[src/sv/tkf_pkg.sv]
// Shared types, constants and saturating helpers of the tilt Kalman filter.
// No dependencies; imported by every module of the block but tkf_queue.
`timescale 1ns / 1ps
package tkf_pkg;

  localparam int TKF_QUEUE_DEPTH = 2;
  localparam int CORDIC_STEPS    = 28;

  localparam logic signed [31:0] PI_Q28  = 32'sd843314857;
  localparam logic signed [63:0] ONE_Q48 = 64'sh0001_0000_0000_0000;
  localparam logic signed [63:0] S64_MAX = 64'sh7FFF_FFFF_FFFF_FFFF;
  localparam logic signed [63:0] S64_MIN = 64'sh8000_0000_0000_0000;

  localparam logic [31:0] TS_RESET = 32'd21474836;
  localparam logic [62:0] QA_RESET = 63'd28147;
  localparam logic [62:0] QB_RESET = 63'd28147;
  localparam logic [62:0] R_RESET  = 63'd28147497671;

  // register indexes
  localparam logic [1:0] REG_TS = 2'd0;
  localparam logic [1:0] REG_QA = 2'd1;
  localparam logic [1:0] REG_QB = 2'd2;
  localparam logic [1:0] REG_R  = 2'd3;

  typedef struct packed {
    logic               go;
    logic               s48;
    logic signed [63:0] a;
    logic signed [63:0] b;
  } tkf_mul_req_t;

  typedef struct packed {
    logic               done;
    logic signed [63:0] res;
  } tkf_mul_rsp_t;

  function automatic logic signed [63:0] sadd(input logic signed [63:0] a,
                                              input logic signed [63:0] b);
    logic signed [64:0] s;
    s = {a[63], a} + {b[63], b};
    if (s[64] != s[63]) return s[64] ? S64_MIN : S64_MAX;
    return s[63:0];
  endfunction

  function automatic logic signed [63:0] ssub(input logic signed [63:0] a,
                                              input logic signed [63:0] b);
    logic signed [64:0] s;
    s = {a[63], a} - {b[63], b};
    if (s[64] != s[63]) return s[64] ? S64_MIN : S64_MAX;
    return s[63:0];
  endfunction

  function automatic logic [63:0] mag64(input logic signed [63:0] v);
    return v[63] ? (64'd0 - v) : v;
  endfunction

  function automatic logic signed [63:0] from_mag(input logic neg, input logic [63:0] mag,
                                                  input logic ovf);
    if (neg) begin
      if (ovf || mag[63]) return S64_MIN;
      return 64'sd0 - mag;
    end
    if (ovf || mag[63]) return S64_MAX;
    return mag;
  endfunction

  // saturate to Q4.28 and floor-shift by 20
  function automatic logic signed [31:0] narrow(input logic signed [63:0] v);
    logic signed [43:0] t;
    t = v[63:20];
    if (t > 44'sd2147483647) return 32'sh7FFF_FFFF;
    if (t < -44'sd2147483648) return 32'sh8000_0000;
    return t[31:0];
  endfunction

  function automatic logic signed [31:0] atan_tab(input logic [4:0] i);
    case (i)
      5'd0:  return 32'sd210828714;
      5'd1:  return 32'sd124459457;
      5'd2:  return 32'sd65760959;
      5'd3:  return 32'sd33381290;
      5'd4:  return 32'sd16755422;
      5'd5:  return 32'sd8385879;
      5'd6:  return 32'sd4193963;
      5'd7:  return 32'sd2097109;
      5'd8:  return 32'sd1048571;
      5'd9:  return 32'sd524287;
      5'd10: return 32'sd262144;
      5'd11: return 32'sd131072;
      5'd12: return 32'sd65536;
      5'd13: return 32'sd32768;
      5'd14: return 32'sd16384;
      5'd15: return 32'sd8192;
      5'd16: return 32'sd4096;
      5'd17: return 32'sd2048;
      5'd18: return 32'sd1024;
      5'd19: return 32'sd512;
      5'd20: return 32'sd256;
      5'd21: return 32'sd128;
      5'd22: return 32'sd64;
      5'd23: return 32'sd32;
      5'd24: return 32'sd16;
      5'd25: return 32'sd8;
      5'd26: return 32'sd4;
      5'd27: return 32'sd2;
      default: return 32'sd0;
    endcase
  endfunction

endpackage

[src/sv/tkf_front.sv]
// Front end: accepts IMU beats and computes the measured tilt by CORDIC.
// Depends on tkf_pkg; pushes {gyro, angle} into the queue.
`timescale 1ns / 1ps
module tkf_front import tkf_pkg::*; (
  input  logic        clk,
  input  logic        rst_n,
  input  logic        in_tvalid,
  output logic        in_tready,
  input  logic [63:0] in_tdata,
  output logic        q_push,
  output logic [63:0] q_wdata,
  input  logic        q_full
);

  localparam logic [1:0] F_IDLE = 2'd0;
  localparam logic [1:0] F_RUN  = 2'd1;
  localparam logic [1:0] F_PUSH = 2'd2;

  logic [1:0]         state_r, state_nxt;
  logic [4:0]         step_r;
  logic signed [31:0] x_r, y_r, z_r, g_r;
  logic               zero_r;

  logic signed [15:0] h, v;
  logic signed [31:0] x0, y0, z0, dx, dy;

  assign in_tready = (state_r == F_IDLE);
  assign q_push    = (state_r == F_PUSH) && !q_full;
  assign q_wdata   = {g_r, zero_r ? 32'sd0 : z_r};

  always_comb begin
    h  = in_tdata[15:0];
    v  = in_tdata[31:16];
    x0 = 32'(v);
    y0 = -32'(h);
    z0 = 32'sd0;
    if (v < 0) begin
      z0 = (h < 0) ? PI_Q28 : -PI_Q28;
      x0 = -x0;
      y0 = -y0;
    end
    dx = y_r >>> step_r;
    dy = x_r >>> step_r;
  end

  always_comb begin
    state_nxt = state_r;
    unique case (state_r)
      F_IDLE:  if (in_tvalid) state_nxt = F_RUN;
      F_RUN:   if (step_r == 5'(CORDIC_STEPS - 1)) state_nxt = F_PUSH;
      F_PUSH:  if (!q_full) state_nxt = F_IDLE;
      default: state_nxt = F_IDLE;
    endcase
  end

  always_ff @(posedge clk) begin
    if (!rst_n) begin
      state_r <= F_IDLE;
      step_r  <= '0;
    end else begin
      state_r <= state_nxt;
      if (state_r == F_IDLE) step_r <= '0;
      else if (state_r == F_RUN) step_r <= step_r + 5'd1;
    end
  end

  always_ff @(posedge clk) begin
    if (state_r == F_IDLE && in_tvalid) begin
      x_r    <= x0 <<< 12;
      y_r    <= y0 <<< 12;
      z_r    <= z0;
      g_r    <= in_tdata[63:32];
      zero_r <= (h == 16'sd0) && (v == 16'sd0);
    end else if (state_r == F_RUN) begin
      if (y_r > 0) begin
        x_r <= x_r + dx;
        y_r <= y_r - dy;
        z_r <= z_r + atan_tab(step_r);
      end else begin
        x_r <= x_r - dx;
        y_r <= y_r + dy;
        z_r <= z_r - atan_tab(step_r);
      end
    end
  end

endmodule

[config.mk]
export PLATFORM = sky130hd
export DESIGN_NAME = tkf_front
export DESIGN_NICKNAME = d
export VERILOG_FILES = /design/src/sv/tkf_pkg.sv /design/src/sv/tkf_front.sv
export SDC_FILE = /design/constraint.sdc
export NUM_CORES = 1
export LEC_CHECK = 0
export ABC_AREA = 0
export BUFFER_PORTS_ARGS = -buffer_cell sky130_fd_sc_hd__buf_4
export CORE_UTILIZATION = 40
export DETAILED_ROUTE_END_ITERATION = 12
export PLACE_DENSITY = 0.55
export SYNTH_ARGS = -nofsm -noshare
export SYNTH_HDL_FRONTEND = slang
export SYNTH_SLANG_ARGS = --single-unit
[constraint.sdc]
create_clock -name clk -period 7 [get_ports clk]
set_input_delay 1.05 -clock clk [delete_from_list [all_inputs] [get_ports clk]]
set_output_delay 1.05 -clock clk [all_outputs]
set_load 0.02 [all_outputs]
Yosys cells after proc, flatten, opt, wreduce, memory -nomap -nowiden
Memories as Yosys holds them, arrays and structs flattened. A register that Yosys moved wholly into a read port is not among the register bits.
Index checks and enable logic that the tools add are counted.
{ "op_classes": {"addsub": 10, "order_cmp": 3, "eq_ne": 6, "shift": 2, "mux": 28, "bitwise": 1, "n_reduce_logical": 10} }
{ "op_table": {"columns": ["op", "count"], "rows": [
  ["2-to-1 mux 32 bit", 18],
  ["adder 32 bit", 3],
  ["subtractor 32 bit", 3],
  [">>> shifter 32 x 5 -> 32 bit", 2],
  ["2-to-1 mux 20 bit", 2],
  ["negation 16 -> 20 bit", 2],
  ["greater-than comparator 32 x 1 -> 1 bit (second input constant)", 1],
  ["logical NOT 16 bit", 2],
  ["< comparator 16 x 1 -> 1 bit (second input constant)", 2],
  ["2-to-1 mux 5 bit", 4],
  ["negation 20 bit", 1],
  ["2-to-1 mux 2 bit", 3],
  ["inequality test 2 bit (second input constant)", 3],
  ["case mux 2 bit (3 select lines)", 1],
  ["adder 5 x 1 -> 5 bit (second input constant)", 1],
  ["equality test 5 bit (second input constant)", 1],
  ["logical AND 1 bit", 3],
  ["AND reduction 3 bit", 1],
  ["equality test 2 x 1 -> 1 bit (second input constant)", 1],
  ["equality test 2 bit (second input constant)", 1],
  ["logical NOT 2 bit", 1],
  ["nonzero test 2 bit", 1],
  ["OR reduction 2 bit", 1],
  ["logical NOT 1 bit", 1],
  ["inverter 1 bit", 1]
]} }
{ "word_totals": {"ff_bits": 136, "mem_bits_ro": 1792, "in_bits": 68, "output_inout_bits": 66, "word_cells": 71, "memories": 2} }
{ "mem_list": {"columns": ["name", "depth", "width", "read_ports", "rd_ports_with_merged_regs", "wr", "line_no", "rtl"], "rows": [
  ["(no name shown)", 32, 28, 1, 1, 0, "tkf_pkg.sv:77", "case (i)"],
  ["(no name shown)", 32, 28, 1, 1, 0, "tkf_pkg.sv:77", null]
]} }

Depth between registers and ports, before layout
Gate-level depths: netlist (run 1).
{ "logic_depth": {"depth_word": 8, "ltp_mapped": 30, "depth_no_buf": 23} }

Worst setup path before layout (run 1)
Ideal clock, no wire load.
{ "synth_timing": {"kind": "register -> register", "from": "reg step_r[2]", "to": "reg y_r[29] (data pin)", "setup_time_ns": 0.267, "arrival_time_ns": 5.110, "t_required_ns": 6.733, "path_slack_ns": 1.623, "path_stages_with_launch": 25, "n_path_buf": 5, "period_less_slack_ns": 5.377, "cell_sequence": "dfxtp_1 buf_2 inv_1 clkbuf_1 clkbuf_1 buf_1 clkbuf_1 nor2_1 nor2_1 a21oi_1 ha_1 and3_1 and2_1 a31oi_1 xnor2_1 ha_1 a21oi_1 o21ai_0 a221oi_1 a31oi_1 a211o_1 a21o_1 a311oi_1 xor2_1 o21ai_0"} }
{ "synth_between": {"elab_chain_cells": 5, "word_cells_on_any_way": 6, "cone_classes": "add/sub: 2; shift: 1; mux: 3"} }
{ "synth_lines": {"columns": ["item", "line_no", "rtl"], "rows": [
  ["start, declared", "tkf_front.sv:20", "logic [4:0] step_r;"],
  ["start signal, assigned", "tkf_front.sv:63", "else if (state_r == F_RUN) step_r <= step_r + 5'd1;"],
  [">>> shifter 32 x 5 -> 32 bit (*)", "tkf_front.sv:43", "dy = x_r >>> step_r;"],
  ["adder 32 bit / subtractor 32 bit (equally long branches)", "tkf_front.sv:81, tkf_front.sv:77", null],
  ["2-to-1 mux 32 bit (*)", "tkf_front.sv:75", "if (y_r > 0) begin"],
  ["2-to-1 mux 32 bit (*)", "tkf_front.sv:74", "end else if (state_r == F_RUN) begin"],
  ["2-to-1 mux 32 bit (*)", "tkf_front.sv:68", "if (state_r == F_IDLE && in_tvalid) begin"],
  ["end signal, assigned", "tkf_front.sv:70", "y_r <= y0 <<< 12;"],
  ["end signal, assigned", "tkf_front.sv:77", "y_r <= y_r - dy;"],
  ["end signal, assigned", "tkf_front.sv:81", "y_r <= y_r + dy;"],
  ["end, declared", "tkf_front.sv:21", "logic signed [31:0] x_r, y_r, z_r, g_r;"]
]} }
Every way passes the cells marked *; elsewhere a longest branch is shown, timed or not. The select of a mux whose other input is x is not followed.
A chain may end at the register's enable or synchronous reset.

Worst setup path after layout (run 1)
{ "layout_timing": {"from": "reg step_r[0]", "to": "reg y_r[30] (data pin)"} }
Same word-level chain as after synthesis.

==> results of run 1 <==
## critical path, cell delays in order (launching register included)
cell	delay, ps
dfxtp_4	770
buf_12	390
mux4_2	570
mux2_2	310
a222oi_1	560
a21oi_1	160
and4bb_2	450
and2_1	180
a21oi_1	90
xnor2_1	150
ha_1	360
a21oi_1	270
nand2_1	100
a211oi_1	350
o31ai_1	210
a21oi_1	390
o31ai_1	230
a211o_1	300
a21oi_1	170
xor2_1	150
o21ai_0	90
## report_power, final
group	internal [mW]	switching, mW
clock network	0.473	0.495
registers	1.47	0.576
logic	3.52	4.46
total	5.47	5.53
## stage by stage
stage	setup slack (ps)	std cells	hold WS [ps]
final	424.1	2815	512.4
after global routing	70.56	2815	529.0
after CTS	491.6	2815	507.3
after detailed placement	549.5	2783	496.3
after global placement	701.3	2783	491.0
after floorplan	1623	2127	463.5
## cell usage in the layout, fill, tap and decap left out, types with 10 or more instances in the layout
master     count
and3_1        22
nand3_1       37
a21oi_1      146
nor2b_1       52
nor4_1        20
o22ai_1       46
clkbuf_16     17
nand4_1       11
o21a_1        29
mux2_1        13
xor2_1       103
a211oi_1      30
mux4_2        69
o21bai_1      13
nand2_1      180
nor2_1       163
or3_1         22
o21ai_0      129
buf_4        172
or2_2         10
and2_1        26
dfxtp_1       54
a31oi_1       34
mux4_1        13
nand2b_1      23
edfxtp_1     105
a21o_1        55
ha_1         112
nor3_1        36
a22o_1        11
o31ai_1       32
o211ai_1      14
mux2_2        20
mux2i_1       54
xnor2_1       93
inv_1         49
## cell type report
| type | count | area (µm²) | share of cell area, % |
|---|---|---|---|
| clock buffers | 17 | 425.4 | 2.042 |
| clock inverters | 15 | 155.1 | 0.7448 |
| inverters | 54 | 203.9 | 0.9791 |
| multi-input cells | 1783 | 13590 | 65.24 |
| flip-flops and latches | 164 | 4345 | 20.86 |
| well taps | 607 | 759.5 | 3.646 |
| repair buffers | 175 | 1351 | 6.487 |
## metal layers
metal  vias to the layer above  wire [µm]  share of wire, %  global-route usage (%)
met3                       111       5474               8.7                   6.068
li1                       8223          -                 -                       -
met5                         -         13             0.021                       0
met4                         2       1780               2.8                   9.606
met1                      8526      28260                45                   36.16
met2                       729      27120                43                   39.09
## final timing paths
path | to | cells after the start | slack [ps]
worst max-delay path | y_r[30] | 20 | 420
worst min-delay path | y_r[0] | 2 | 510
worst max register to register | y_r[30] | 20 | 420
worst min register to register | y_r[0] | 2 | 510
## cell families (layout without fill, tap and decap cells)
| logic type | after synthesis | count (layout) | share of synthesized area (%) |
|---|---|---|---|
| multiplexers | 172 | 172 | 15.28 |
| buffers and inverters | 180 | 261 | 4.763 |
| AND/OR/NAND/NOR | 647 | 647 | 16.97 |
| AO/OA/AOI/OAI | 653 | 653 | 22.98 |
| flip-flops | 164 | 164 | 23.08 |
| XOR/XNOR | 196 | 196 | 9.140 |
| adder cells (fa/ha/maj) | 115 | 115 | 7.781 |
## cells in the mapped netlist, types with 10 or more instances
library cell	number
edfxtp_1	105
mux4_1	13
a21oi_1	146
o21a_1	29
inv_1	50
o31ai_1	32
nor3_1	36
xnor2_1	93
dfxtp_1	59
o22ai_1	46
mux2i_1	54
nand3_1	37
clkbuf_1	70
or3_1	22
xor2_1	103
or2_2	10
mux4_2	69
nand2b_1	24
nor2b_1	53
and2_1	26
and3_1	22
a21o_1	55
a31oi_1	34
mux2_2	20
buf_4	12
ha_1	112
mux2_1	13
o211ai_1	14
o21ai_0	129
buf_2	18
nand4_1	11
nor2_1	165
nor4_1	20
o21bai_1	13
a22o_1	11
nand2_1	182
a211oi_1	30
buf_1	12
==> metrics.md, run 1 <==
| Metric | Value |
|---|---|
| Outcome | finished, final reports clean |
| Post-layout util | 44.84% |
| Cell area after layout | ~21,000 µm² |
| CTS Sinks | 164 |
| Fin nets | 2,378 |
| Die height | 218.7 µm |
| PwrDens | 527.9 nW/µm² |
| Max Cap Viol | 0 |
| Setup Viol. Count Final | 0 |
| Avg Cell Area, Syn | 8.830 µm² |
| Netlist cell types | 96 |
| CTS Buf Count | 17 |
| Max Fclk | 0.1521 GHz |
| Total power | 11.00 mW |
| Drt wl/cell | approximately 22 µm |
| Worst setup EP type | register |
| Setup_tns | 0 ps |
| Rows | 79 |
| Critical path peak fanout | 51 |
| Via count | 17,590 |
| Placer Congestion | 0.9787 |
| CTS tree | built |
| Worst path arrival time | 6790 ps |
| Critical R2R Launch | step_r[0] |
| IO Port Bufs | ~130 |
| Area of placed instances | just over 20,000 µm² |
| Core Region | 46,460 µm² |
| Cells resized by post-CTS repair | 0 |
| Post-synth ARST share | 0% |
| Hold path start | y_r[0] |
| Synth warn | 0 |
| Number of global-route vias before repair | 16,640 |
| Worst setup SP type | register |
| Final Skew | ~27 ps |
| Full die area | 47,830 µm² |
| Critical Path Source | step_r[0] |
| CTS Buffer Depth | 2 |
| Ys flop type | edfxtp_1 |
| Drt first pass iters | 6 |
| Root buf cell | clkbuf_16 |
| GRT Total Usage | about a quarter |
| Final Cycle Share | 93.94% |
| Least-Margin Pin Slew | 1299 ps |
| Tmin final | ~6600 ps |
| Antenna fix cells | 0 |
| Post-synthesis cell count | between 2,000 and 2,500 |
| Tightest Hold Check Type | register to register |
| Post-synthesis register bit count | 164 |
| Wire length of the first global-routing pass | 96,170 µm |
| Die width | 218.7 µm |
| H-Tree Depth | 4 |
| LEAKAGE | 8.167 nW |
| Top cell type's share of synthesized area | 16.79% |
| GR Overflow Total | 0 |
| Initial Utilization | between 40 and 50% |
| Post-Syn Nets | 2,310 |
| Number of DRC markers in iteration 0 | 1,743 |
| Vias per cell | 6.249 |
| Largest cells by area after synthesis | edfxtp_1, mux4_2, ha_1, dfxtp_1, xor2_1 |
| Maximum number of pins on one net before global-route repair | 73 |
| Post-CTS Setup Repair Bufs | 0 |
| Final hold vios | 0 |
| Number of fill cells | 4,586 |
| Remaining DRCs | 0 |
| Initial antenna violation count | 1 |
| Slew Limit Headroom | between 10% and 20% |
| Max VDD drop | ~0.00024 V |
| Layout cells sized above 1 | between 10% and 20% |
| Setup CP Type | register to register |
| Worst Path Required | 7210 ps |
| Detailed Route WL | 62,640 µm |
| Clk_lat worst skew | 510 ps |
| Clk slew on worst S/H paths | around 70 ps |
| Largest area contributor in the netlist | edfxtp_1 |
| Mapped Area | 18,780 µm² |
| Cts hold-fix bufs | 0 |
| Area grow syn2layout | 10.91% |
| RSZ-0062 raised after global routing | false |
| HPWL Detailed | 46,960 µm |
| Post-synth EDFFs | 105 |
| Slew Viols, Final | 0 |
| Ports | 134 |
| Register area share after synthesis | around 23% |
| Final ANT Viol Nets | 0 |
Note: power is estimated with default switching activity, not from simulation.
==> inputs of run 2 (changes only) <==
PLACE_DENSITY = 0.66   (was 0.55)
clock period = 6.1 ns   (was 7 ns; I/O delays follow)
==> run 2 against run 1 <==
The flow now finishes with violations (DRC). Non-clock buffer count increased by 68. Total power up 20%. Flip-flop and latch count unchanged. Final cell count is 2.4% higher. Critical endpoint is now y_r[31]. Combinational power increased by 23%. Critical path depth grew 1. Wire length increased by 0.49%. Register-to-register slack worse by 240 ps. Clock-buffer cell count increased by 3. Largest power group unchanged. Global-route usage up 0.052 points. Hold slack worse by 4.0 ps.
==> metrics.md, run 2 (synthesis results as in run 1) <==
| Metric | Value |
|---|---|
| Ports | ~130 |
| Critical R2R Launch | step_r[0] |
| Worst setup SP type | register |
| Worst setup margin | 180.7 ps |
| Max Fclk | 0.1689 GHz |
| Rows | 79 |
| Detailed Route WL | 62,940 µm |
| Worst Hold Depth | 2 |
| CTS Sinks | 164 |
| Max Cap Viol | 0 |
| Core Region | 46,460 µm² |
| Outcome | finished with violations |
| Area grow syn2layout | 14.22% |
| Remaining DRCs | 2 |
| Post-layout util | 46.18% |
| Clk_lat worst skew | 510 ps |
| Final hold vios | 0 |
| LEAKAGE | ~8.5 nW |
| Tmin final | about 6000 ps |
| Die width | 218.7 µm |
| PwrDens | 616.5 nW/µm² |
| R2R setup slack | roughly 180 ps |
| Setup Viol. Count Final | 0 |
| Vias per cell | 6.283 |
| Hold path start | x_r[0] |
| Die height | 218.7 µm |
| H-Tree Depth | 4 |
| Most common cell after layout, fill and taps aside | buf_4 |
| Violated checks | DRC |
| Setup CP Type | register to register |
| Tightest hold margin | 508.4 ps |
| Setup_tns | 0 ps |
| RSZ-0062 raised after global routing | true |
| Root buf cell | clkbuf_16 |
| Least-Margin Pin Slew | about 1100 ps |
| R2R Path End | y_r[31] |
| Number of fill cells | 4,469 |
| Clk slew on worst S/H paths | ~70 ps |
| Final ANT Viol Nets | 0 |
| Critical path peak fanout | 37 |
| Cts hold-fix bufs | 0 |
| Slew Viols, Final | 0 |
| Most frequent cells in the layout | buf_4, nand2_1, nor2_1 |
| GR Overflow Total | 0 |
| Slew Limit Headroom | 28.02% |
| Initial Utilization | 40.43% |
| Placer Congestion | 1.049 |
| CTS tree | built |
| DP Worst Slack | 84.62 ps |
| Fin nets | 2,446 |
| Worst setup EP type | register |
| Hold Path Sink | x_r[0] |
| Worst path arrival time | 6150 ps |
| Wire length of the first global-routing pass | 96,850 µm |
| Layout cells sized above 1 | 18.67% |
| GRT Total Usage | approximately a quarter |
| Tightest Hold Check Type | register to register |
| Initial antenna violation count | 0 |
| CTS Buffer Depth | 2 |
| Worst Reg-to-Reg Cells | 21 |
| Number of global-route vias before repair | approximately 17,000 |
| Full die area | 47,830 µm² |
| Drt wl/cell | 21.83 µm |
| Final Cycle Share | 97.04% |
| Drt first pass iters | 10 |
| IO Port Bufs | approximately 130 |
| CTS Buf Count | 17 |
| Max VDD drop | 0.0004401 V |
| Number of DRC markers in iteration 0 | 1,863 |
| Worst Path Required | 6330 ps |
| Via count | 18,110 |
| Maximum number of pins on one net before global-route repair | 73 |
| HPWL Detailed | 47,640 µm |
| Antenna fix cells | 0 |
| Final Skew | 14.65 ps |
-- run 2: power by group --
part | switching [mW] | leakage [nW] | internal, mW
combinational | 5.41 | 6.72 | 4.41
sequential | 0.595 | 1.54 | 1.69
clock | 0.541 | 0.293 | 0.579
total | 6.54 | 8.54 | 6.68
-- run 2: layer usage --
| layer | global-route usage, % | part of all wire [%] | vias up |
|---|---|---|---|
| met2 | 40.00 | 45 | 851 |
| met4 | 11.53 | 3.5 | 0 |
| met3 | 4.454 | 7.8 | 149 |
| li1 | - | - | 8351 |
| met1 | 35.86 | 44 | 8763 |
| met5 | 0 | 0 | - |
-- run 2: layout make-up --
cell class	instances	area, µm²	area share (%)
timing repair buffer	243	1911	8.906
clock buffer	20	478.0	2.228
multi-input combinational	1783	13640	63.60
sequential	164	4345	20.26
clock inverter	12	108.9	0.5074
tap	607	759.5	3.540
inverter	54	207.7	0.9682
-- run 2: stage by stage --
stage                     power (mW)  instance area (µm²)  cells
after floorplan                9.009                18780   2127
after global placement         11.55                20750   2845
after detailed placement       11.72                20750   2845
after CTS                      12.94                21340   2877
after global routing           14.20                21450   2883
final                          13.23                21450   2883
-- run 2: repair_timing --
| action | 4_1_cts | 5_1_grt |
|---|---|---|
| endpoints found under the hold margin | 0 | 0 |
| setup endpoints to repair | 2 | 19 |
| buffers inserted | 0 | 6 |
| resized for setup | 1 | 14 |
| pin swaps | 0 | 2 |
-- run 2: worst max-delay path, cell delays in order, from the launching register on --
cell      delay, ps
dfxtp_4         510
buf_16          280
mux4_2          550
mux2_2          330
a222oi_1        490
buf_4           200
mux2_1          160
and3_1          290
and2_1          210
a31oi_1         110
xnor2_1         150
ha_1            400
nand2_1          70
o21ai_0         310
a221oi_2        130
a31oi_2         240
buf_4           170
a21o_1          170
a31oi_2         150
o41a_1          430
xnor2_1         200
o21ai_2          80
-- run 2: worst max path at each step --
stage,from,end,cells past startpoint
5_1_grt,step_r[1],x_r[27],22
6_report,step_r[0],y_r[31],21
4_1_cts,step_r[0],y_r[31],21
3_5_place_dp,step_r[0],y_r[29],20
3_3_place_gp,step_r[0],y_r[29],20
2_1_floorplan,step_r[2],y_r[29],24
