## src/sv/tkf_queue.sv

```systemverilog
// Small register FIFO between the CORDIC front end and the filter back end.
// Depends on nothing but its parameters; depth must be a power of two, at least 2.
`timescale 1ns / 1ps
module tkf_queue #(
  parameter int DEPTH = 2,
  parameter int WIDTH = 64
) (
  input  logic             clk,
  input  logic             rst_n,
  input  logic             push,
  input  logic [WIDTH-1:0] wdata,
  output logic             full,
  input  logic             pop,
  output logic [WIDTH-1:0] rdata,
  output logic             valid
);

  localparam int AW = $clog2(DEPTH);

  logic [WIDTH-1:0] mem_r [DEPTH];
  logic [AW:0]      wp_r, rp_r;

  assign valid = (wp_r != rp_r);
  assign full  = (wp_r[AW] != rp_r[AW]) && (wp_r[AW-1:0] == rp_r[AW-1:0]);
  assign rdata = mem_r[rp_r[AW-1:0]];

  always_ff @(posedge clk) begin
    if (!rst_n) begin
      wp_r <= '0;
      rp_r <= '0;
    end else begin
      if (push && !full) wp_r <= wp_r + 1'b1;
      if (pop && valid)  rp_r <= rp_r + 1'b1;
    end
  end

  always_ff @(posedge clk) begin
    if (push && !full) mem_r[wp_r[AW-1:0]] <= wdata;
  end

endmodule

```

## config.mk

```make
export PLATFORM = sky130hd
export DESIGN_NAME = tkf_queue
export DESIGN_NICKNAME = d
export VERILOG_FILES = /design/src/sv/tkf_queue.sv
export SDC_FILE = /design/constraint.sdc
export NUM_CORES = 1
export LEC_CHECK = 0
export BUFFER_PORTS_ARGS = -buffer_cell sky130_fd_sc_hd__buf_2
export CORE_MARGIN = 8
export CORE_UTILIZATION = 50
export CTS_CLUSTER_SIZE = 28
export DETAILED_ROUTE_END_ITERATION = 8
export PLACE_DENSITY = 0.77
export SLEW_MARGIN = 40
export SYNTH_ARGS = -nofsm -noshare
export SYNTH_HDL_FRONTEND = slang
export SYNTH_SLANG_ARGS = --single-unit
```

## constraint.sdc

```tcl
create_clock -name clk -period 6.3 [get_ports clk]
set_input_delay 0 -clock clk [delete_from_list [all_inputs] [get_ports clk]]
set_output_delay 0 -clock clk [all_outputs]
set_load 0.05 [all_outputs]
```

======== Yosys cells after proc, flatten, opt, wreduce, memory -nomap -nowiden ========
Memory sizes are Yosys's and may differ from the RTL's. A register that Yosys moved wholly into a read port is not among the register bits.
Index checks and enable logic that the tools add are counted.
word-level totals
  bits in registers ....................... 4
  RAM bits ................................ 128
  word-level logic and storage cells ...... 16
  memories ................................ 1
memories
  name   depth  bits a word  rd ports  clocked after memory_dff  write ports  RTL line  RTL
  mem_r  2      64           1         1                         1            20        logic [WIDTH-1:0] mem_r [DEPTH];
cells by class
  add/subtract/negate cells ............... 2
  equality and inequality tests ........... 3
  muxes and demuxes ....................... 4
  reduce and logical (&&, ||, !) cells .... 4
operators with widths
  operator                                                       count
  2-bit by 1-bit adder with 2-bit output, second input constant  2
  1-bit 2-to-1 mux                                               4
  1-bit logical AND                                              3
  2-bit inequality test                                          1
  1-bit == test                                                  1
  1-bit logical NOT                                              1
  1-bit inequality test                                          1

======== Logic depth before layout (Yosys ltp) ========
Gate-level depths: netlist of run 1.
  depth after elaboration ................. 6
  mapped depth ............................ 4

======== Worst setup path before layout of run 1 ========
OpenSTA, ideal clock, no wires.
  path kind ............................... reg2reg
  start ................................... reg rp_r[1]
  end ..................................... mem mem_r[1][0] (enable)
  setup time .............................. 507 ps
  arrival time ............................ 3864 ps
  data required time ...................... 5793 ps
  setup slack ............................. 1929 ps
  cell stages (with the launch flop) ...... 4
  path through ............................ dfxtp_1 -> xnor2_2 -> inv_1 -> a21oi_1
on the way
  cells in the longest elaborated chain, start to end .. 6
ends and longest elaborated chain
  element                                 RTL line  RTL
  start, declared                         21        logic [AW:0] wp_r, rp_r;
  start signal, assigned                  33        if (pop && valid) rp_r <= rp_r + 1'b1;
  1-bit inequality test                   24        assign full = (wp_r[AW] != rp_r[AW]) && (wp_r[AW-1:0] == rp_r[AW-1:0]);
  1-bit logical AND                       24
  1-bit logical NOT                       38        if (push && !full) mem_r[wp_r[AW-1:0]] <= wdata;
  1-bit logical AND                       38
  1-bit 2-to-1 mux                        38
  1-bit 2-to-1 mux (not written as such)  38
  end, declared                           20
No other way between the ends.

======== Worst setup path in the final report of run 1 ========
  start ................................... reg rp_r[1]
  end ..................................... mem mem_r[1][54] (enable)
The elaborated chain is that of the path after synthesis.

==> results of run 1 <==
==> sequential cells by signal, indices dropped and copies added (netlist names), named ones only <==
register,count
wp_r,2
mem_r,128
rp_r,2
==> worst min path at each step <==
stage	end	depth (start not counted)
final	mem_r[0][54]	2
after global routing	mem_r[0][3]	2
after CTS	mem_r[0][54]	2
after detailed placement	mem_r[0][63]	1
after global placement	mem_r[1][61]	1
after floorplan	wp_r[0]	1
==> cell type report <==
| type | instances | area (um2) |
|---|---|---|
| sequential | 133 | 3950 |
| fill | 633 | 2640 |
| timing repair buffer | 205 | 1400 |
| multi-input combinational | 87 | 905 |
| clock buffer | 19 | 422 |
| tap | 133 | 166 |
| clock inverter | 13 | 159 |
| inverter | 2 | 7.51 |
==> placed cells by master (no fill, tap or decap), types with 2 or more instances in the layout <==
cell type                       synthesis  final
sky130_fd_sc_hd__a21boi_0               2      2
sky130_fd_sc_hd__a311oi_1               2      2
sky130_fd_sc_hd__buf_2                  8    133
sky130_fd_sc_hd__bufinv_16              0      3
sky130_fd_sc_hd__clkbuf_1               1      2
sky130_fd_sc_hd__clkbuf_16              0     16
sky130_fd_sc_hd__clkinv_2               0      3
sky130_fd_sc_hd__clkinv_4               0      4
sky130_fd_sc_hd__clkinvlp_4             0      2
sky130_fd_sc_hd__dfxtp_1                5      4
sky130_fd_sc_hd__dlygate4sd3_1          0     69
sky130_fd_sc_hd__edfxtp_1             128    128
sky130_fd_sc_hd__inv_1                  2      2
sky130_fd_sc_hd__mux2_2                64     64
sky130_fd_sc_hd__mux2i_1                3      3
sky130_fd_sc_hd__nand2_1                2      2
sky130_fd_sc_hd__nor2_1                 3      3
sky130_fd_sc_hd__o21ai_0                2      2
==> metal layers <==
layer	vias to the layer above	track usage, %	share of wire [%]
li1	1346	-	-
met1	1401	15.5	38
met2	104	29.2	55
met3	12	6.41	6.4
met4	0	7.18	1.4
met5	-	0	0
==> power by group through the flow <==
stage	Clock [mW]	Sequential [mW]	Combinational [mW]
final	0.948	1.06	0.425
after global routing	0.995	1.06	0.446
after CTS	0.963	1.06	0.426
after detailed placement	0	1.08	0.390
after global placement	0	1.07	0.384
after floorplan	0	1.07	0.292
==> critical path, cell delays in order, from the launching register on <==
cell                      delay (ps)
sky130_fd_sc_hd__dfxtp_1         350
sky130_fd_sc_hd__xnor2_2         410
sky130_fd_sc_hd__inv_1           150
sky130_fd_sc_hd__a21oi_4         470
sky130_fd_sc_hd__buf_4           630
==> logic make-up (layout without fill, tap and decap cells) <==
family,after synthesis,in the layout,synth area share [%]
buffers and inverters,11,239,1.05
xor gates and xnor gates,2,2,0.513
AOI/OAI and AO/OA,9,9,1.28
muxes,67,67,15.4
DFF,133,133,80.8
and+or+nand+nor,9,9,0.974
==> metrics by stage <==
stage	cell area (um2)	setup WS [ps]	hold slack [ps]	std cells
3_5_place_dp	5720	3880	191	491
6_report	7000	3890	214	592
3_3_place_gp	5700	3960	188	490
5_1_grt	7000	3690	191	592
2_1_floorplan	4880	1930	89.4	231
4_1_cts	7000	3860	191	592
==> results list, run 1 <==
- Run status: finished, final reports clean
* First-pass GRT wire length: 15700 um
- The most used flip-flop cell after synthesis is sky130_fd_sc_hd__edfxtp_1.
- The die covers 13200 um2.
* Number of flops mapped to enable cells by yosys: 128
* DRC violations left: 0
* Number of input and output port buffers inserted: 133
- At the worst endpoint, the arrival time is 2550 ps.
- Number of register bits inferred by synthesis: 133
- For this block, the via count after detailed routing is 2863.
- Sum of negative setup slack: 0 ps
- At the later pin of the worst-skew pair, clock insertion delay measures 510 ps.
- Post-layout power: 2.43 mW
- Data on the critical path is required at its endpoint by 6440 ps.
* Peak fanout along the critical path: 50
- Initial DRC count: 191
- Worst setup path startpoint: rp_r[1]
- Setup violations remaining at the end of the flow were counted as 0.
- Max clock buf depth: 2
* Htree depth: 4
- The hold violation total from the final report is 0.
- Summed over all cells, the static leakage comes to 2.67 nW.
- In this run, post-CTS repair resized a total of 0 instances.
* Switching part of the total: 26.9%
* Max capacitance violation total: 0
* Worst setup path end: mem_r[1][54]
- After layout, the worst path uses 38.3% of the clock period.
- For this run the aggregate overflow at the end of global routing stands at 0.
* Antenna cell count: 0
- Of the total power, the clock network draws 39.0%.
- Setup repair after global routing left no endpoint under its margin.
- From bottom edge to top edge, the die measures 115 um.
* Tot GR Track Use: 16.0%
- Final min period: 2410 ps
- For this run, asynchronously set or reset flops after synthesis account for 0%.
* Count of clock tree sinks: 133
- Measured on the finished design, the core utilization comes to 72.6%.
- Number of global-route vias before repair: 3145
* Commonest cells in the netlist: sky130_fd_sc_hd__edfxtp_1 (128), sky130_fd_sc_hd__mux2_2 (64), sky130_fd_sc_hd__buf_2 (8)
- Reg2Reg Launch Point: rp_r[1]
* Antenna violations before repair: 0
* Destination of the worst register-to-register timing path: mem_r[1][54]
- The synthesized design devotes to its leading area cell type 78.7% of total area.
- The number of pins exceeding their max-slew limit in the final report came to 0.
- Library cell with the highest instance count after synthesis: sky130_fd_sc_hd__edfxtp_1
* Maximum number of pins on one net before global-route repair: 65
- Measured in cells, the most critical reg-to-reg path has a length of 4.
- Cell internal power was estimated by the tool at 1.78 mW.
* Sort of element at the end of the critical path: flop
- Pin placement for this block handled 134 I/O pins.
- Antenna Nets Post-Route: 0
- Total wire length: 10400 um
- Before antenna repair, the detailed router went through 6 iterations.
* Ratio of cells with drive above 1 in the final layout: 51.0%
- Synthesis instantiated 20 different standard cells from the library.
* Clock buffer count from CTS: 17
- Sorting the synthesized cells by area gives the leading types as sky130_fd_sc_hd__edfxtp_1 (79%), sky130_fd_sc_hd__mux2_2 (15%), sky130_fd_sc_hd__dfxtp_1 (2.1%).
- Critical path launch point type: flop
- Dividing the detail-routed wire length by the instance count gives 17.5 um.
- After the last flow step, the layout net total stands at 514.
* Power density over the cells: 347 nW/um2
- The worst hold path belongs to the class in2reg.
- Tightest Pin Transition: 665 ps
- Last weighted congestion value of the routability-driven placer: 0.784
- The worst hold path begins at wdata[54].
* Cell row count: 36
* Hold-fix buffers at CTS: 69
* Vias per std cell: 4.84
- The worst pin sits at a relative slew slack of 55.7%.
- Fraction of the yosys area taken by sequential cells: 80.8%
- Number of warnings issued by yosys: 0
- Detailed Place HPWL: 5930 um
- Effective utilization at floorplan: 50.6%
- Synthesized netlist cell count: 231
- The core region is 9640 um2.
- WS Path Type: reg2reg
* Net switching component of the power: 0.655 mW
- Average cell area after synthesis: 21.1 um2
* Flop2flop setup slack: 3890 ps
- Clock slew seen by the registers of the worst setup and hold paths: 60 ps
* Syn Nets: 299
* Die width: 115 um
- Of the total power, registers draw 43.5%.
- Post-synthesis instance area: 4880 um2
- The clock arrives with 12.9 ps of skew.
- Across the VDD grid, the largest voltage drop is 0.218 mV.
- CTS root buf: sky130_fd_sc_hd__clkbuf_8
* CTS tree: built
* Post-CTS Setup Bufs: 0
- Derived from the worst setup path, the maximum achievable clock frequency is 0.414 GHz.
* Largest area contributor in the synthesized netlist: sky130_fd_sc_hd__edfxtp_1
- Relative contribution of combinational cells to total power: 17.5%
- Synth-to-Final Area Change: 43.4%
Power figures use the tool's default switching activity.
==> run 2, diff against run 1 <==
- clock period: 6.3 -> 2.4 ns (I/O delays scaled with it)
==> results list, run 2 (same netlist as run 1, synthesis figures left out) <==
* PostCTS Resize Cnt: 0 (unchanged)
- The power per cell area was 943 nW/um2 (was 347 nW/um2).
- Most frequent cells in the layout: sky130_fd_sc_hd__buf_2 (133), sky130_fd_sc_hd__edfxtp_1 (128), sky130_fd_sc_hd__dlygate4sd3_1 (69) (unchanged)
* Number of max-slew violations in the final report: 0 (unchanged)
* Worst hold path type: in2reg (unchanged)
- Last weighted congestion value of the routability-driven placer: 0.740 (was 0.784)
- Total congestion overflow after global routing: 0 (unchanged)
- Sum of negative setup slack: 0 ps (unchanged)
- The chip height is 115 um (unchanged).
- The initial antenna violation count came to 0 (unchanged).
- The H-tree depth is 4 (unchanged).
* Relative contribution of combinational cells to total power: 16.8% (was 17.5%)
- The maximum clock insertion buffer count was 2 (unchanged).
- The highest ir drop seen on vdd was 0.646 mV (was 0.218 mV).
- The buffers inserted during post-CTS setup optimization is 0 (unchanged).
* I/O pin total: 134 (unchanged)
- Initial DRC count: 178 (was 191)
* Synth-to-Final Area Change: 45.2% (was 43.4%)
- The kind of critical path was reg2out (was reg2reg).
- Peak fanout along the critical path: 36 (was 50)
- The count of filler cells inserted in the layout was 595 (was 633).
- The max capacitance violation total was 0 (unchanged).
- Number of hold violations in the final report: 0 (unchanged)
- Final min period: 1880 ps
* Post-layout power: 6.68 mW (was 2.43 mW)
- Vias per std cell: 4.85 (was 4.84)
- The worst setup slack after placement is 532 ps (was 3880 ps).
- The worst-margin pin slew came to 479 ps (was 665 ps).
- Insertion delay of the later-clocked pin in the worst-skew pair: 500 ps (was 510 ps)
* Die width: 115 um (unchanged)
- The leakage component of the power came to 2.72 nW (was 2.67 nW).
- Cell row count: 36 (unchanged)
* Clock slew seen by the registers of the worst setup and hold paths: 60 ps (about the same)
* Normalized max-slew margin: 68.1% (was 55.7%)
- Sequential group share of total power: 41.6% (was 43.5%)
- The number of buffer and inverter instances along the worst setup path came to 2 (unchanged).
* Post-Route Skew: 5.13 ps (was 12.9 ps)
- Antenna cell count: 0 (unchanged)
* Worst Hold Slack: 221 ps (was 214 ps)
- The mean routed wirelength per cell is 17.6 um (was 17.5 um).
* Master of the slowest instance on the critical path: sky130_fd_sc_hd__buf_4 (unchanged)
- The delay of the slowest critical-path stage is 410 ps (was 630 ps).
- Antenna Nets Post-Route: 0 (unchanged)
- Slack of the critical path: 524 ps (was 3890 ps)
* Maximum number of pins on one net before global-route repair: 37 (was 65)
- The TritonCTS clock tree is built (unchanged).
- The switching component of the power was 1.71 mW (was 0.655 mW).
- The number of nets in the final layout came to 517 (was 514).
* Core box area: 9640 um2 (unchanged)
* Power Internal: 4.97 mW (was 1.78 mW)
- Tot GR Track Use: 16.5% (was 16.0%)
- Unrepaired setup endpoints after global routing: no (unchanged).
- The total CTS buffers was 17 (unchanged).
- The DRC violation count after routing is 0 (unchanged).
* Switching part of the total: 25.5% (was 26.9%)
- Final std cell area, no fill: 7090 um2 (was 7000 um2)
- Number of global-route vias before repair: 3200 (was 3145)
- The critical path endpoint category is an output port (was flop).
* First-pass GRT wire length: 16400 um (was 15700 um)
* Most common cell after layout, fill and taps aside: sky130_fd_sc_hd__buf_2 (unchanged)
- Dividing the final minimum period by the clock period gives 78.2%.
- Run status: finished, final reports clean (unchanged).
- Vias post-DR: 2887 (was 2863)
- The number of clock sinks is 133 (unchanged).
- The sort of element at the start of the critical path is a flop (unchanged).
* CP arrival: 1880 ps (was 2550 ps)
- Total wire length: 10500 um (was 10400 um)
- Die outline area: 13200 um2 (unchanged)
* Fmax: 0.533 GHz
- Placement-stage cell area: 5750 um2 (was 5720 um2)
* Number of flip-flops under the largest register name: 128 (unchanged)
- The number of I/O port buffers was 133 (unchanged).
- CTS root buf: sky130_fd_sc_hd__clkbuf_8 (unchanged)
* Detailed Place HPWL: 6600 um (was 5930 um)
- The initial core utilization came to 50.6% (unchanged).
* Part of the power in the clock network: 41.7% (was 39.0%)
* Cell-by-cell listing of the critical path: buf_4, mux2_2, buf_2 (was xnor2_2, inv_1, a21oi_4, buf_4)
- Ratio of cells with drive above 1 in the final layout: 51.5% (was 51.0%)
* Data required time of the worst path: 2400 ps (was 6440 ps)
- Initial DRT Pass Iterations: 5 (was 6)
* Final setup fails: 0 (unchanged)
- Worst path top cell family by delay: buffers and inverters (unchanged)
[run 2: cell count changes in the layout (fill, tap and decap cells not counted)]
cell / before / now
sky130_fd_sc_hd__buf_4: 1 / 5
sky130_fd_sc_hd__buf_6: 1 / 0
sky130_fd_sc_hd__bufinv_16: 3 / 6
sky130_fd_sc_hd__clkbuf_1: 2 / 0
sky130_fd_sc_hd__clkinv_1: 1 / 2
sky130_fd_sc_hd__clkinv_4: 4 / 2
[run 2: power by group through the flow]
stage	clock network (mW)	registers [mW]	logic, mW
6_report	2.78	2.78	1.12
5_1_grt	2.94	2.79	1.18
4_1_cts	2.83	2.78	1.13
3_5_place_dp	0	2.82	1.04
3_3_place_gp	0	2.81	1.02
2_1_floorplan	0	2.81	0.771
[run 2: path summary, 6_finish.rpt]
kind | from | end | slack, ps | depth (start not counted)
worst min-delay path | wdata[41] | mem_r[1][41] | 220 | 2
worst min register to register | wp_r[1] | rp_r[1] | 580 | 2
worst max-delay path | flop | rdata[30] | 520 | 3
worst max register to register | rp_r[1] | mem_r[1][51] | 530 | 4
[run 2: layout make-up]
class                      instances  area, um2  area share [%]
sequential                       133       3950            55.7
multi-input combinational         87        905            12.8
timing repair buffer             208       1410            20.0
tap                              133        166            2.35
clock buffer                      17        414            5.84
clock inverter                    15        235            3.32
inverter                           2       7.51           0.106
[run 2: worst reg2reg max path: stages (launching register included)]
cell and delay (ps):
sky130_fd_sc_hd__dfxtp_1 350, sky130_fd_sc_hd__xnor2_2 390, sky130_fd_sc_hd__inv_1 150, sky130_fd_sc_hd__a21oi_4 180, sky130_fd_sc_hd__buf_4 410
[run 2: metal layers]
metal	vias up	global-route usage (%)	part of all wire, %
li1	1353	-	-
met1	1405	18.3	39
met2	114	28.7	53
met3	15	6.09	7.1
met4	0	5.87	1.2
met5	-	0	0
[run 2: timing repair]
item                                    4_1_cts  5_1_grt
endpoints found under the hold margin       133        0
hold buffers                                 69        0
endpoints found under the setup margin        0        0
[run 2: per-stage QoR]
stage                     utilization, %  instances
after detailed placement            59.6        494
after CTS                           73.5        595
after global placement              59.6        494
final                               73.5        595
after global routing                73.5        595
after floorplan                        -        231
==> run 3, diff against run 2 <==
- CORE_UTILIZATION: 50 -> 47
- PLACE_DENSITY: 0.77 -> 0.76
- clock period: 2.4 -> 1.7 ns (I/O delays scaled with it)
==> results list, run 3 (same netlist as run 1, synthesis figures left out) <==
- Max VDD drop: 0.691 mV (was 0.646 mV)
- Clock buffer count from CTS: 17 (unchanged)
- The class of the worst hold path is in2reg (unchanged).
* Relative contribution of combinational cells to total power: 19.8% (was 16.8%)
- The power per cell area is 1220 nW/um2 (was 943 nW/um2).
- Cell-by-cell listing of the critical path: buf_12, mux2_2, buf_2 (was buf_4, mux2_2, buf_2)
* Vias post-DR: 2893 (was 2887)
* Antenna Nets Post-Route: 0 (unchanged)
- The x dimension of the die is 118 um (was 115 um).
- Final min period: 1690 ps
- Post-Route Skew: 7.84 ps (was 5.13 ps)
* Run status: finished, final reports clean (unchanged)
* Count of placed standard cells in the final layout, fillers left out: 600 (was 595)
* Master of the slowest instance on the critical path: sky130_fd_sc_hd__dfxtp_4 (was sky130_fd_sc_hd__buf_4)
- Critical path launch point type: flop (unchanged)
* Hold endpoint: mem_r[0][2] (was mem_r[1][41])
* Htree depth: 4 (unchanged)
- Antenna violations before repair: 0 (unchanged)
- The total placed instance area is 5810 um2 (was 5750 um2).
- Derived from the worst setup path, the maximum achievable clock frequency is 0.593 GHz.
- Maximum number of pins on one net before global-route repair: 49 (was 37)
* Sum of negative setup slack: 0 ps (unchanged)
* Initial DRT Pass Iterations: 4 (was 5)
* CTS tree: built (unchanged)
- The DRC violation count after routing was 0 (unchanged).
* Number of max-slew violations in the final report: 0 (unchanged)
- The number of flip-flops in the largest register came to 128 (unchanged).
* Sequential group share of total power: 44.5% (was 41.6%)
- The critical path endpoint category was an output port (unchanged).
- Worst path top cell family by delay: buffers and inverters (unchanged)
* Vias per std cell: 4.82 (was 4.85)
* Most frequent cells in the layout: sky130_fd_sc_hd__edfxtp_1 (128), sky130_fd_sc_hd__buf_2 (100), sky130_fd_sc_hd__dlygate4sd3_1 (68) (was sky130_fd_sc_hd__buf_2 (133), sky130_fd_sc_hd__edfxtp_1 (128), sky130_fd_sc_hd__dlygate4sd3_1 (69))
* Worst-case reg-to-reg path depth: 5 (was 4)
- WL/cell: 17.8 um (was 17.6 um)
* Last weighted congestion value of the routability-driven placer: 0.678 (was 0.740)
* Synth-to-Final Area Change: 47.7% (was 45.2%)
- The max capacitance violation total is 0 (unchanged).
- Cells on Worst Hold Path: 2 (unchanged)
* Flop2flop setup slack: 80 ps (was 530 ps)
- The total routing usage reported by global routing came to 15.3% (was 16.5%).
* Die outline area: 13900 um2 (was 13200 um2)
- The endpoint arrival time on the critical path came to 1690 ps (was 1880 ps).
- The worst setup slack after placement is 278 ps (was 532 ps).
* Tightest Pin Transition: 293 ps (was 479 ps)
- The violation count after the first detailed-route iteration was 136 (was 178).
- Switching part of the total: 26.8% (was 25.5%)
- The internal power of the cells is 6.45 mW (was 4.97 mW).
* Peak fanout along the critical path: 32 (was 36)
- The number of I/O port buffers is 133 (unchanged).
- The cell chosen for the clock root is sky130_fd_sc_hd__clkbuf_8 (unchanged).
* Effective utilization at floorplan: 47.9% (was 50.6%)
- The row count was 37 (was 36).
- The area of the core came to 10200 um2 (was 9640 um2).
- Number of global-route vias before repair: 3363 (was 3200)
* Number of hold violations in the final report: 0 (unchanged)
- The clock transition at the registers of the reported paths came to 50 ps (was 60 ps).
- Placed cell count: 498 (was 494)
* Post-route core utilization: 70.8% (was 73.5%)
- The leakage component of the power is 2.74 nW (was 2.72 nW).
- CP max stage delay: 370 ps (was 410 ps)
- The required time of the worst setup path is 1700 ps (was 2400 ps).
- Total congestion overflow after global routing: 0 (unchanged)
- Share of the clock period used by the worst path: 99.2%
* Final #Nets: 518 (was 517)
* Count of clock tree sinks: 133 (unchanged)
- Final setup fails: 0 (unchanged)
- The detailed placement HPWL is 6220 um (was 6600 um).
- The final non-filler cell area is 7210 um2 (was 7090 um2).
* Most common cell after layout, fill and taps aside: sky130_fd_sc_hd__edfxtp_1 (was sky130_fd_sc_hd__buf_2)
* I/O pin total: 134 (unchanged)
- The endpoint of the worst register-to-register path was rp_r[0] (was mem_r[1][51]).
- Part of the power in the clock network: 35.7% (was 41.7%)
- Max clock buf depth: 2 (unchanged)
- First-pass GRT wire length: 16500 um (was 16400 um)
- The worst setup slack after layout is 13.3 ps (was 524 ps).
- Unrepaired setup endpoints after global routing: yes (was no).
- The switching component of the power came to 2.37 mW (was 1.71 mW).
- The clock network latency to the later pin of the worst-skew pair is 510 ps (was 500 ps).
- Startpoint of the most critical hold path: wdata[2] (was wdata[41])
* Ratio of cells with drive above 1 in the final layout: 51.2% (was 51.5%)
- Total wire length: 10700 um (was 10500 um)
- The chip height came to 118 um (was 115 um).
- WS Path Type: reg2out (unchanged)
* Reg2Reg Launch Point: rp_r[1] (unchanged)
* Total buffers and inverters traversed by the critical path: 2 (unchanged)
- Normalized max-slew margin: 80.5% (was 68.1%)
run 3: cell count changes in the layout (fill, tap and decap cells not counted), sizes merged:
cell,change
buf,+2
bufinv,-5
clkbuf,+7
clkinvlp,-2
diode,+1
dlygate4sd3,-1
run 3: cell type report:
cell class	instances	area (um2)
tap	136	170
clock buffer	24	450
inverter	2	7.51
sequential	133	3950
antenna	1	2.50
timing repair buffer	209	1650
multi-input combinational	87	916
clock inverter	8	61.3
fill	666	2980
run 3: worst max-delay path by stage:
stage              endpoint  slack [ps]  cells past startpoint
2_1_floorplan   mem_r[1][0]        -490                      3
3_3_place_gp    mem_r[1][6]         310                      4
3_5_place_dp   mem_r[0][27]         280                      2
4_1_cts           rdata[48]         -20                      3
5_1_grt           rdata[50]         -40                      3
6_report          rdata[31]          10                      3
run 3: power groups by stage:
stage                     Sequential, mW  Clock, mW  Combinational [mW]
final                               3.93       3.14                1.74
after global routing                3.94       3.34                1.82
after CTS                           3.92       3.22                1.68
after detailed placement            3.99          0                1.49
after global placement              3.98          0                1.48
after floorplan                     3.97          0                1.09
run 3: timing repair:
item	CTS	global route
endpoints found under the setup margin	65	65
endpoints found under the hold margin	133	0
hold buffers	68	0
gates resized for setup	35	32
setup buffers	0	1
pin swaps	0	1
run 3: layer usage:
metal  global-route usage [%]  vias to the layer above  wire length (um)
li1                         -                     1361                 -
met1                     15.3                     1417              4140
met2                     27.3                       98              5730
met3                     5.95                       17               645
met4                     7.13                        0               181
met5                        0                        -                 0
run 3: stage by stage:
step	total power, mW	hold WS, ps
after global routing	9.11	201
after detailed placement	5.48	191
after global placement	5.45	188
after CTS	8.82	176
final	8.81	206
after floorplan	5.06	89.4
